===== config.mk =====
export PLATFORM = sky130hd
export DESIGN_NAME = double_ended_queue
export DESIGN_NICKNAME = d
export VERILOG_FILES = /design/src/deq_pkg.sv /design/src/deq_ram.sv /design/src/double_ended_queue.sv
export SDC_FILE = /design/constraint.sdc
export NUM_CORES = 1
export LEC_CHECK = 0
export BUFFER_PORTS_ARGS = -buffer_cell sky130_fd_sc_hd__buf_2
export CORE_ASPECT_RATIO = 1.75
export CORE_MARGIN = 5
export CORE_UTILIZATION = 45
export CTS_CLUSTER_SIZE = 40
export DETAILED_ROUTE_END_ITERATION = 10
export PLACE_DENSITY = 0.75
export SYNTH_ARGS = -nofsm -noshare
export SYNTH_HDL_FRONTEND = slang
export SYNTH_SLANG_ARGS = --single-unit

===== constraint.sdc =====
create_clock -name i_clk -period 3.5 [get_ports i_clk]
set_input_delay 0.7 -clock i_clk [delete_from_list [all_inputs] [get_ports i_clk]]
set_output_delay 0.7 -clock i_clk [all_outputs]
set_load 0.02 [all_outputs]

===== src/deq_pkg.sv =====
// Package for the double-ended queue: payload structs, operation and status codes.
// Used by double_ended_queue; no dependencies of its own.
package deq_pkg;

    localparam int unsigned DATA_W  = 32;
    localparam int unsigned COUNT_W = 5;

    typedef logic [1:0] t_op;
    typedef logic [1:0] t_status;

    localparam t_op OP_ADD_FRONT = 2'd0;
    localparam t_op OP_ADD_BACK  = 2'd1;
    localparam t_op OP_REM_FRONT = 2'd2;
    localparam t_op OP_REM_BACK  = 2'd3;

    localparam t_status ST_OK        = 2'd0;
    localparam t_status ST_UNDERFLOW = 2'd1;
    localparam t_status ST_OVERFLOW  = 2'd2;

    typedef struct packed {
        t_op                       op;
        logic signed [DATA_W-1:0]  data_in;
    } t_in;

    typedef struct packed {
        logic signed [DATA_W-1:0]  data_out;
        t_status                   status;
        logic                      is_empty;
        logic [COUNT_W-1:0]        count_now;
    } t_out;

endpackage


===== src/deq_ram.sv =====
// Generic simple dual-port RAM: one write port, one read port, registered read.
// No dependencies. Read during a write to the same entry returns the old word.
module deq_ram #(
    parameter int unsigned WIDTH = 32,
    parameter int unsigned DEPTH = 16
) (
    input  logic                     i_clk,
    input  logic                     i_we,
    input  logic [$clog2(DEPTH)-1:0] i_waddr,
    input  logic [WIDTH-1:0]         i_wdata,
    input  logic                     i_re,
    input  logic [$clog2(DEPTH)-1:0] i_raddr,
    output logic [WIDTH-1:0]         o_rdata
);

    logic [WIDTH-1:0] r_mem [DEPTH];
    logic [WIDTH-1:0] r_rdata;

    always_ff @(posedge i_clk) begin
        if (i_we) begin
            r_mem[i_waddr] <= i_wdata;
        end
        if (i_re) begin
            r_rdata <= r_mem[i_raddr];
        end
    end

    assign o_rdata = r_rdata;

endmodule


===== src/double_ended_queue.sv =====
// Double-ended queue over a ring buffer held in one RAM (deq_ram).
// Depends on deq_pkg for payload structs and op/status codes.
//
//  channel | valid   | ready   | payload | direction
//  --------+---------+---------+---------+----------
//  request | i_valid | o_ready | i_data  | in
//  result  | o_valid | i_ready | o_data  | out
//
// One request per cycle unless the result side stalls; results pass s1, then r_out.
// Pointers and count update at the request beat; RAM read data lands in the cycle after.
// Adds and removes never share a cycle, so the RAM needs no forwarding.
// Reset (synchronous, active low) empties the queue; slot contents are not cleared.
// A stalled result holds a one-deep stage behind it, then the request side stalls.
module double_ended_queue #(
    parameter int unsigned DEPTH      = 16,
    parameter int unsigned DATA_WIDTH = 32
) (
    input  logic          i_clk,
    input  logic          i_rst_n,
    input  logic          i_valid,
    output logic          o_ready,
    input  deq_pkg::t_in  i_data,
    output logic          o_valid,
    input  logic          i_ready,
    output deq_pkg::t_out o_data
);

    localparam int unsigned AW  = $clog2(DEPTH);
    localparam int unsigned CW  = $clog2(DEPTH + 1);
    localparam int unsigned CXW = (CW > deq_pkg::COUNT_W) ? CW : deq_pkg::COUNT_W;
    localparam int unsigned DXW = (DATA_WIDTH > deq_pkg::DATA_W) ? DATA_WIDTH
                                                                 : deq_pkg::DATA_W;

    logic [AW-1:0] r_front, n_front;
    logic [AW-1:0] r_back,  n_back;
    logic [CW-1:0] r_count, n_count;

    logic                         r_s1_valid;
    logic                         r_s1_rd_ok, n_s1_rd_ok;
    deq_pkg::t_status             r_s1_status, n_s1_status;
    logic [deq_pkg::COUNT_W-1:0]  r_s1_count;
    logic                         r_s1_empty;

    logic          r_out_valid;
    deq_pkg::t_out r_out;

    logic                  w_in_acc, w_s1_move;
    logic                  w_full, w_empty;
    logic [AW-1:0]         w_front_prev, w_front_next, w_back_prev, w_back_next;
    logic                  w_we, w_re;
    logic [AW-1:0]         w_waddr, w_raddr;
    logic [DXW-1:0]        w_in_x, w_rd_x;
    logic [CXW-1:0]        w_count_x;
    logic [DATA_WIDTH-1:0] w_rdata;

    // handshake
    assign w_s1_move = r_s1_valid && (!r_out_valid || i_ready);
    assign o_ready   = !r_s1_valid || w_s1_move;
    assign w_in_acc  = i_valid && o_ready;

    assign w_full  = (r_count == CW'(DEPTH));
    assign w_empty = (r_count == '0);

    assign w_front_prev = (r_front == '0) ? AW'(DEPTH - 1) : r_front - AW'(1);
    assign w_front_next = (r_front == AW'(DEPTH - 1)) ? '0 : r_front + AW'(1);
    assign w_back_prev  = (r_back == '0) ? AW'(DEPTH - 1) : r_back - AW'(1);
    assign w_back_next  = (r_back == AW'(DEPTH - 1)) ? '0 : r_back + AW'(1);

    assign w_waddr = (i_data.op == deq_pkg::OP_ADD_FRONT) ? w_front_prev : r_back;
    assign w_raddr = (i_data.op == deq_pkg::OP_REM_FRONT) ? r_front : w_back_prev;

    // word is stored zero-extended or truncated to the RAM width
    assign w_in_x = DXW'($unsigned(i_data.data_in));

    always_comb begin
        n_front     = r_front;
        n_back      = r_back;
        n_count     = r_count;
        n_s1_rd_ok  = 1'b0;
        n_s1_status = deq_pkg::ST_OK;
        w_we        = 1'b0;
        w_re        = 1'b0;
        case (i_data.op)
            deq_pkg::OP_ADD_FRONT: begin
                if (w_full) begin
                    n_s1_status = deq_pkg::ST_OVERFLOW;
                end else begin
                    w_we    = w_in_acc;
                    n_front = w_front_prev;
                    n_count = r_count + CW'(1);
                end
            end
            deq_pkg::OP_ADD_BACK: begin
                if (w_full) begin
                    n_s1_status = deq_pkg::ST_OVERFLOW;
                end else begin
                    w_we    = w_in_acc;
                    n_back  = w_back_next;
                    n_count = r_count + CW'(1);
                end
            end
            deq_pkg::OP_REM_FRONT: begin
                if (w_empty) begin
                    n_s1_status = deq_pkg::ST_UNDERFLOW;
                end else begin
                    w_re       = w_in_acc;
                    n_s1_rd_ok = 1'b1;
                    n_front    = w_front_next;
                    n_count    = r_count - CW'(1);
                end
            end
            deq_pkg::OP_REM_BACK: begin
                if (w_empty) begin
                    n_s1_status = deq_pkg::ST_UNDERFLOW;
                end else begin
                    w_re       = w_in_acc;
                    n_s1_rd_ok = 1'b1;
                    n_back     = w_back_prev;
                    n_count    = r_count - CW'(1);
                end
            end
            default: begin
                n_s1_status = deq_pkg::ST_OK;
            end
        endcase
    end

    assign w_count_x = CXW'(n_count);

    deq_ram #(
        .WIDTH (DATA_WIDTH),
        .DEPTH (DEPTH)
    ) u_slots (
        .i_clk   (i_clk),
        .i_we    (w_we),
        .i_waddr (w_waddr),
        .i_wdata (w_in_x[DATA_WIDTH-1:0]),
        .i_re    (w_re),
        .i_raddr (w_raddr),
        .o_rdata (w_rdata)
    );

    assign w_rd_x = DXW'(w_rdata);

    always_ff @(posedge i_clk) begin
        if (!i_rst_n) begin
            r_front     <= '0;
            r_back      <= '0;
            r_count     <= '0;
            r_s1_valid  <= 1'b0;
            r_out_valid <= 1'b0;
        end else begin
            if (w_in_acc) begin
                r_front <= n_front;
                r_back  <= n_back;
                r_count <= n_count;
            end
            if (w_in_acc) begin
                r_s1_valid <= 1'b1;
            end else if (w_s1_move) begin
                r_s1_valid <= 1'b0;
            end
            if (w_s1_move) begin
                r_out_valid <= 1'b1;
            end else if (i_ready) begin
                r_out_valid <= 1'b0;
            end
        end
    end

    // payload registers
    always_ff @(posedge i_clk) begin
        if (w_in_acc) begin
            r_s1_rd_ok  <= n_s1_rd_ok;
            r_s1_status <= n_s1_status;
            r_s1_count  <= w_count_x[deq_pkg::COUNT_W-1:0];
            // taken from the full-width count, the reported field may wrap
            r_s1_empty  <= (n_count == '0);
        end
        if (w_s1_move) begin
            r_out.data_out  <= r_s1_rd_ok ? w_rd_x[deq_pkg::DATA_W-1:0] : '0;
            r_out.status    <= r_s1_status;
            r_out.is_empty  <= r_s1_empty;
            r_out.count_now <= r_s1_count;
        end
    end

    assign o_valid = r_out_valid;
    assign o_data  = r_out;

`ifndef ASSERT_OFF
    logic [AW:0] w_span;
    assign w_span = (r_back >= r_front)
                  ? {1'b0, r_back} - {1'b0, r_front}
                  : {1'b0, r_back} + (AW+1)'(DEPTH) - {1'b0, r_front};

    a_count_bound: assert property (@(posedge i_clk) disable iff (!i_rst_n)
        r_count <= CW'(DEPTH))
        else $error("held count above depth");

    a_ring_span: assert property (@(posedge i_clk) disable iff (!i_rst_n)
        (CW'(w_span) == r_count) || (w_span == '0 && r_count == CW'(DEPTH)))
        else $error("pointers disagree with held count");

    a_count_hold: assert property (@(posedge i_clk) disable iff (!i_rst_n)
        !w_in_acc |=> $stable(r_count))
        else $error("count changed without a request beat");

    a_no_rw_clash: assert property (@(posedge i_clk) disable iff (!i_rst_n)
        !(w_we && w_re))
        else $error("RAM read and write in one cycle");

    a_s1_hold_rdata: assert property (@(posedge i_clk) disable iff (!i_rst_n)
        (r_s1_valid && r_s1_rd_ok && !w_s1_move) |=> $stable(w_rdata))
        else $error("read data lost while result stage stalled");
`endif

endmodule

# Yosys cells after proc, flatten, opt, wreduce, memory -nomap -nowiden
# Memories as Yosys holds them, arrays and structs flattened. A register that Yosys moved wholly into a read port is not among the register bits.
# Cells that the tools add are included.
[classes] reduce_logical=19 n_eq_ne=10 mux=29 n_addsub=6
[op_table] op="$mux 4" count=10
[op_table] op="$pmux 4 s2" count=2
[op_table] op="$mux 1" count=12
[op_table] op="$logic_not 5->1" count=2
[op_table] op="$mux 5" count=2
[op_table] op="$pmux 5 s2" count=1
[op_table] op="$add 4x1->4 const B" count=2
[op_table] op="$eq 4x4->1 const B" count=2
[op_table] op="$logic_not 4->1" count=2
[op_table] op="$ne 2x2->1 const B" count=4
[op_table] op="$reduce_and 4->1" count=2
[op_table] op="$reduce_bool 2->1" count=4
[op_table] op="$sub 4x1->4 const B" count=2
[op_table] op="$add 5x1->5 const B" count=1
[op_table] op="$eq 5x5->1 const B" count=1
[op_table] op="$sub 5x1->5 const B" count=1
[op_table] op="$eq 2x2->1 const B" count=2
[op_table] op="$pmux 2 s2" count=1
[op_table] op="$reduce_or 2->1" count=2
[op_table] op="$eq 2x1->1 const B" count=1
[op_table] op="$logic_and 1x1->1" count=2
[op_table] op="$logic_not 1->1" count=2
[op_table] op="$logic_not 2->1" count=1
[op_table] op="$logic_or 1x1->1" count=2
[op_table] op="$mux 2" count=1
[totals] input_bits=38 word_cells=78 mem_count=1 regBits=64 output_inout_bits=42 mem_bits_rw=512
[memory_table] memory="u_slots.r_mem" depth=16 width=32 rd=1 rd_ports_with_merged_regs=1 write_ports=1 line_no="deq_ram.sv:16" source="logic [WIDTH-1:0] r_mem [DEPTH];"

# Logic depth before layout (Yosys ltp)
# Gate-level depths: netlist (run 1).
[logic_depth] word_depth=9 mapped_depth=11 mapped_depth_nobuf=8

# Hierarchy
# Synthesis (run 1) repeated with hierarchy kept, for this count alone.
[hier_totals] hier_cells=1108 area_unflattened_um2=23208.5
[modules_own_cells] mod="deq_ram" cells_each=838 seq_area_each_um2=16335.7 area_each_um2=20155.6 n_inst=1
[modules_own_cells] mod="double_ended_queue" cells_each=270 seq_area_each_um2=1771.7 area_each_um2=3052.9 n_inst=1

# Worst setup path after synthesis (run 1)
# Ideal clock, no wire load.
[synth_timing] path_type="input port to flip-flop" from="in i_data[33] in the netlist's numbering" to="mem u_slots.r_mem[7][0] (enable)" setup_ns=0.421 path_buffers=1 slack_ns=-0.162 t_arrival_ns=3.241 path_stages=6 required_time_ns=3.079 cell_sequence="buf_4 -> nor2_2 -> mux2_2 -> nor3b_1 -> nand2_1 -> nor2_1"
[synth_via] elab_chain_cells=5 word_cells_on_any_way=7 classes_between="eq/ne (1); mux (4); reduce/logical (2)"
[synth_rtl] element="start, declared" line_no="double_ended_queue.sv:22" source="input deq_pkg::t_in i_data,"
[synth_rtl] element="$eq 2x1->1 / $logic_not 2->1 (equally long branches)" line_no="double_ended_queue.sv:83, double_ended_queue.sv:69"
[synth_rtl] element="$reduce_or 2->1 (no line)"
[synth_rtl] element="$mux 1"
[synth_rtl] element="$mux 1" line_no="deq_ram.sv:20" source="if (i_we) begin"
[synth_rtl] element="$mux 1 (implied by the code)" line_no="deq_ram.sv:21" source="r_mem[i_waddr] <= i_wdata;"
[synth_rtl] element="end, declared" line_no="deq_ram.sv:16"
# Several ways; a longest one is shown, not always the timed one.

# Final worst setup path (run 1)
[layout_timing] from="reg r_front[0]" to="mem u_slots.r_mem[4][27] (enable)"
[layout_via] elab_chain_cells=3 word_cells_on_any_way=4 classes_between="add/sub (1); mux (2); reduce/logical (1)"
[layout_rtl] element="start, declared" line_no="double_ended_queue.sv:34" source="logic [AW-1:0] r_front, n_front;"
[layout_rtl] element="start signal, assigned" line_no="double_ended_queue.sv:154" source="r_front <= n_front;"
[layout_rtl] element="$sub 4x1->4 / $logic_not 4->1 (equally long branches)" line_no="double_ended_queue.sv:64" source="assign w_front_prev = (r_front == '0) ? AW'(DEPTH - 1) : r_front - AW'(1);"
[layout_rtl] element="$mux 4 (*)" line_no="double_ended_queue.sv:64"
[layout_rtl] element="$mux 4 (*)" line_no="double_ended_queue.sv:69" source="assign w_waddr = (i_data.op == deq_pkg::OP_ADD_FRONT) ? w_front_prev : r_back;"
# Every way passes the cells marked *; elsewhere a longest branch is shown, timed or not.

==> key figures, run 1 <==
Status
  • Outcome: complete, no violations

Drt
  • Drt pass-1 iters: 7
  • Vias per Instance: 5.550
  • Vias: 12650
  • DRT antenna net count: 0
  • Routed wire length: 51680 um
  • WL per Instance: roughly 23 um
  • DRT iter0 DRCs: 854
  • DRC Markers: 0

Floorplan
  • Io pins: 80
  • Total Die Area: 0.05931 mm2
  • Initial Utilization: 0.4517
  • Num rows: between 100 and 150
  • Core ar.: 0.05415 mm2
  • Die height: 318.4 um
  • Die W: 186.2 um

Clock network
  • CTS tree: yes
  • CTS Buf Count: a little under 50
  • Clock Pin Slew Worst Setup and Hold Paths: 70 ps
  • Post-CTS setup buffer count: 0
  • Clk sink count: 608
  • Clock Latency Late Sink: just under 600 ps
  • Clock Tree Buf Depth: 3
  • Root buf cell: clkbuf_16
  • H-tree Lvls: 2
  • Post-CTS Resized: 0
  • Hold-fix buffers at CTS: 0

Yosys
  • Top_reg_cell synth: edfxtp_1
  • Most frequent cell after synthesis: edfxtp_1
  • Avg Inst Size Synth: 16.94 um2
  • Top-area cell type share of the netlist area: 0.7279
  • Post-synth top cells: 593 x edfxtp_1, 350 x mux2i_1, 130 x nand2_1, 37 x nor2_1, 35 x nand3_1
  • Library cells used by synthesis: 56
  • Sequential fraction of the synthesis area: 0.7402
  • #FFs+latches synth: 608
  • Cells after synthesis: 1444
  • Mapped Nets: 1488
  • Yosys top cell by area: edfxtp_1
  • Synth async-reset ratio: 0
  • Area contributors post-synth: edfxtp_1 73%, mux2i_1 14%, nand2_1 2.0%
  • Synthesis Warnings: 0
  • EDFF count, synth: slightly below 600
  • Mapped Area: 0.02446 mm2

Layout
  • Final #Nets: 1594
  • Layout cells sized above 1: 0.1493
  • Post-route design area: 0.02760 mm2
  • Non-filler cells, final: 2279
  • Area Overhead vs Synth: 12.81%

Timing
  • Worst Max-Slew Pin Slew: around 800 ps
  • Highest Clock Rate: 330.6 MHz
  • Max-slew violation count: 0
  • Count of final hold-check violations: 0
  • Endpoints failing setup: 0
  • RSZ-0062 raised after global routing: false
  • Slew margin rel.: 0.4681
  • Clk_skew: 21.48 ps
  • Tcrit/Tclk final: 0.8643
  • Fin crit period: 3025 ps
  • Setup TNS: 0 ps

Critical path
  • Worst EP required: 3760 ps
  • CP max FO: 11
  • CP endpoint kind: flip-flop
  • Worst setup SP type: flip-flop
  • Crit Path Category: flip-flop to flip-flop
  • Crit path DAT: approximately 3300 ps

Power
  • Sw power: around 0.0037 W
  • VDD IR max: 0.0003815 V
  • Comb pwr share: 0.125
  • Internal Power: 0.01193 W
  • Power Dens Cells: 567.1 mW/mm2
  • Lkg Pwr: about 10 nW
  • Clock network power share: 0.346
  • Reg power frac: 0.529
  • Switching Fraction: 0.2376

Worst hold path
  • Hold/Removal Path Class: input port to flip-flop

Global routing
  • Global route overflow: 0
  • Initial antenna violation count: 3
  • Vias in the first global route: 13260
  • Pin count of the biggest net entering global routing: 63
  • Gr usage total: 0.1730
  • Global-route wire length before repair: 78450 um

Place
  • RePlAce Congestion: 0.8251
  • Dpl cells: 2189
  • Detailed placement HPWL: between 30000 and 40000 um
  • Port buffer count: 79
  • Placed Instance Area: 0.02605 mm2

Flow run
  • Maxcap violations: 0
power by group through the flow:
stage	sequential (W)	combinational [W]	clock, W
after floorplan	0.00845	0.00136	0
after global placement	0.00843	0.00191	0
after detailed placement	0.00844	0.00197	0
after CTS	0.00828	0.00198	0.00552
after global routing	0.00829	0.00211	0.00582
final	0.00828	0.00196	0.00541
flip-flops by register name, indices dropped and copies added, names as in the netlist:
register and cells:
u_slots.r_mem 512, r_s1_valid 1, r_front 4, u_slots.o_rdata 32
r_s1_count 5, o_valid 1, r_s1_rd_ok 1, r_s1_status 2
r_s1_empty 1, r_back 4, r_count 5, o_data 40
worst max-delay path: stages (launching register included):
cell and delay (ps):
dfxtp_1 540, inv_1 140, ha_1 270, o21bai_1 180, a21oi_1 210, a41oi_1 100
mux2i_1 240, nand2_1 270, nor2_4 410, buf_4 320
per-stage QoR:
step	hold WS [ps]	util	worst slack, ps	power [W]
finish	366.0	0.5096	475.0	0.01565
global placement	401.3	0.4810	511.1	0.01035
detailed placement	406.5	0.4810	484.8	0.01041
floorplan	400.3	-	-161.6	0.009803
global route	368.8	0.5096	190.5	0.01622
CTS	335.8	0.5095	453.5	0.01578
routing by layer:
| metal | wire, um | track usage |
|---|---|---|
| met3 | 2637 | 0.02549 |
| met4 | 1710 | 0.05899 |
| met1 | 18870 | 0.1972 |
| met5 | 13 | 0 |
| met2 | 28450 | 0.3247 |
layout make-up:
class                           instances  area, um2
Clock inverter                         29      279.0
Inverter                               12      45.04
Tap cell                              690      863.3
Fill cell                            4247      26560
Multi-Input combinational cell        750       5923
Clock buffer                           59       1264
Antenna cell                            2      5.005
Sequential cell                       608      18110
Timing Repair Buffer                  129       1109
cell families after synthesis:
group	synth area share
buf+inv	0.02343
simple gates	0.04992
compound gates	0.03565
xor+xnor	0.002506
fa+ha+maj	0.003069
mux	0.1452
flops	0.7402
placed cells by master (no fill, tap or decap), types with 4 or more instances in the layout:
| cell type | n |
|---|---|
| clkbuf_1 | 10 |
| buf_12 | 27 |
| nand3_1 | 35 |
| a32oi_1 | 28 |
| buf_2 | 79 |
| clkinv_1 | 7 |
| o22ai_1 | 5 |
| a21oi_1 | 14 |
| bufinv_16 | 5 |
| ha_1 | 6 |
| nor2_4 | 16 |
| dfxtp_1 | 15 |
| xnor2_1 | 6 |
| o21ai_0 | 31 |
| edfxtp_1 | 593 |
| a31oi_1 | 6 |
| clkinv_2 | 12 |
| mux2i_1 | 349 |
| and2_1 | 33 |
| a311oi_1 | 4 |
| inv_1 | 12 |
| clkbuf_16 | 49 |
| nor2_1 | 21 |
| buf_4 | 23 |
| a211oi_1 | 4 |
| o21ai_1 | 8 |
| nand2_1 | 130 |
worst paths after layout:
check,end,from,depth (start not counted),slack (ps)
worst max register to register,u_slots.r_mem[4][27]$_DFFE_PP_,r_front[0]$_SDFFE_PN0P_,9,480
worst min-delay path,r_s1_valid$_SDFFE_PN0P_,i_valid,3,370
worst max-delay path,u_slots.r_mem[4][27]$_DFFE_PP_,r_front[0]$_SDFFE_PN0P_,9,480
worst min register to register,o_data[5]$_DFFE_PP_,r_s1_empty$_DFFE_PN_,0,420
Power figures use the tool's default switching activity.
==> inputs of run 2 (changes only) <==
--- a/config.mk
+++ b/config.mk
@@ -10,4 +10,5 @@
 export CORE_MARGIN = 5
 export CORE_UTILIZATION = 45
+export CTS_BUF_LIST = sky130_fd_sc_hd__clkbuf_8
 export CTS_CLUSTER_SIZE = 40
 export DETAILED_ROUTE_END_ITERATION = 10
==> constraint.sdc (replaced) <==
create_clock -name i_clk -period 3.5 [get_ports i_clk]
set_input_delay 0.175 -clock i_clk [delete_from_list [all_inputs] [get_ports i_clk]]
set_output_delay 0.175 -clock i_clk [all_outputs]
set_load 0.02 [all_outputs]
==> run 2 against run 1 <==
  * Clock power is 9.8% lower
  * Utilization is 0.30 points higher
  * Routed wire length is 0.89% lower
  * Power is 3.4% lower
  * Sequential share of layout area is 0.39 points lower
  * Highest routed layer unchanged
  * Critical path type unchanged
==> key figures, run 2 (same netlist as run 1, synthesis figures left out) <==
Critical path
  • Crit Path Category: flip-flop to flip-flop
  • Worst path buffer plus inverter count: 2
  • CP endpoint kind: flip-flop
  • Worst EP required: 3990 ps
  • Crit path DAT: 3560 ps
  • Slowest library cell on the worst path: a31oi_4
  • CP Cell Sequence: inv_1 -> ha_1 -> or3b_4 -> a31oi_4 -> buf_4 -> nand2_1 -> a32oi_1 -> o21ai_0 -> mux2i_1
  • CP max FO: 18
  • CP max stage delay: 680 ps
  • Delay-heaviest family, CP: compound AO/OA/AOI/OAI gates
  • Worst setup SP type: flip-flop

Global routing
  • Global-route wire length before repair: 78320 um
  • Gr usage total: 0.1733
  • Met2 usage: 0.3120
  • GRT met3 Usage: 0.03017
  • Vias in the first global route: 13750
  • Global route overflow: 0
  • Most Used Layer, Global Route: met2
  • Initial antenna violation count: 3
  • GR Util met1: 0.2009
  • Pin count of the biggest net entering global routing: 91

Clock network
  • H-tree Lvls: 3
  • Hold-fix buffers at CTS: 37
  • Clock Latency Late Sink: 660 ps
  • Clock Pin Slew Worst Setup and Hold Paths: 70 ps
  • Post-CTS setup buffer count: 0
  • CTS tree: yes
  • Post-CTS Resized: 0
  • Clk sink count: 608
  • Root buf cell: clkbuf_8
  • Clock Tree Buf Depth: 3
  • CTS Buf Count: 79

Floorplan
  • Total Die Area: just under 0.06 mm2
  • Initial Utilization: 0.4517
  • Core ar.: about 0.054 mm2
  • Io pins: 80
  • Die height: roughly 320 um
  • Die W: 186.2 um
  • Num rows: about 110

Drt
  • Drt pass-1 iters: 5
  • DRT iter0 DRCs: 800
  • DRT antenna net count: 0
  • Vias per Instance: 5.450
  • Routed wire length: 51220 um
  • Vias: 12920
  • WL per Instance: 21.60 um
  • DRC Markers: 0

Layout
  • Biggest register: u_slots.r_mem
  • Area Overhead vs Synth: 13.48%
  • Most frequent cells in the layout: 593 x edfxtp_1, 349 x mux2i_1, 130 x nand2_1, 79 x clkbuf_8, 79 x buf_2
  • Layout cells sized above 1: 0.1613
  • Most common cell after layout, fill and taps aside: edfxtp_1
  • Largest register FFs: 512
  • Final #Nets: 1665

Place
  • Port buffer count: 79
  • Detailed placement HPWL: 29880 um
  • RePlAce Congestion: 0.8449

Worst hold path
  • Hold/Removal Path Class: input port to flip-flop

Status
  • Outcome: complete, no violations

Timing
  • Tcrit/Tclk final: 0.8766
  • Slew margin rel.: 0.3451
  • RSZ-0062 raised after global routing: false
  • Highest Clock Rate: around 330 MHz
  • Fin crit period: 3068 ps
  • Count of final hold-check violations: 0
  • Clk_skew: 39.35 ps
  • Setup TNS: 0 ps
  • Endpoints failing setup: 0
  • Worst Max-Slew Pin Slew: 982.3 ps
  • Max-slew violation count: 0

Power
  • Total Power: between 0.015 and 0.02 W
  • Lkg Pwr: 9.995 nW
  • VDD IR max: 0.0002555 V
  • Power Dens Cells: around 540 mW/mm2

Flow run
  • Maxcap violations: 0
==> run 2: final cells by class <==
type | count | area [um2]
flip-flops and latches | 608 | 18110
clock buffers | 79 | 1087
clock inverters | 61 | 360.3
diodes | 1 | 2.502
well taps | 690 | 863.3
repair buffers | 170 | 1371
fillers | 4310 | 26390
inverters | 12 | 45.04
multi-input cells | 750 | 5923
==> run 2: worst register-to-register path, cell delays in order (launching register included) <==
cell and delay [ps]:
dfxtp_1 450, inv_1 160, ha_1 260, or3b_4 430, a31oi_4 680, buf_4 290, nand2_1 60, a32oi_1 240
o21ai_0 160, mux2i_1 160
==> run 2: path summary, 6_finish.rpt <==
check                                                   from                       endpoint  slack, ps  cells past startpoint
worst max-delay path                  r_back[0]$_SDFFE_PN0P_  u_slots.o_rdata[28]$_DFFE_PP_        430                      9
worst min-delay path                              i_data[33]        r_s1_count[1]$_DFFE_PN_         90                      2
worst max register to register        r_back[0]$_SDFFE_PN0P_  u_slots.o_rdata[28]$_DFFE_PP_        430                      9
worst min register to register  r_s1_status[0]$_SDFFCE_PP0N_            o_data[6]$_DFFE_PP_        410                      0
==> run 2: stage by stage <==
stage	hold WS (ps)	cells	cell area, um2	setup slack [ps]	utilization
floorplan	273.9	1444	24460	198.4	-
CTS	50.29	2370	27760	394.6	0.5126
global route	106.9	2371	27760	251.3	0.5127
detailed placement	404.5	2193	25940	435.3	0.4790
finish	93.91	2371	27760	431.9	0.5127
global placement	400.5	2193	25940	512.6	0.4790
==> run 2: routing by layer <==
metal  up-vias  wire [um]
li1       5940          -
met1      6508      19360
met2       351      27780
met3       120       2374
met4         2       1689
met5         -         13
==> run 2: report_power, final <==
| group | leakage, nW | switching (W) | internal, W |
|---|---|---|---|
| clock network | 0.822 | 0.00253 | 0.00236 |
| logic | 3.67 | 0.00117 | 0.000779 |
| registers | 5.50 | 0.0000761 | 0.00821 |
| total | 10.0 | 0.00378 | 0.0113 |
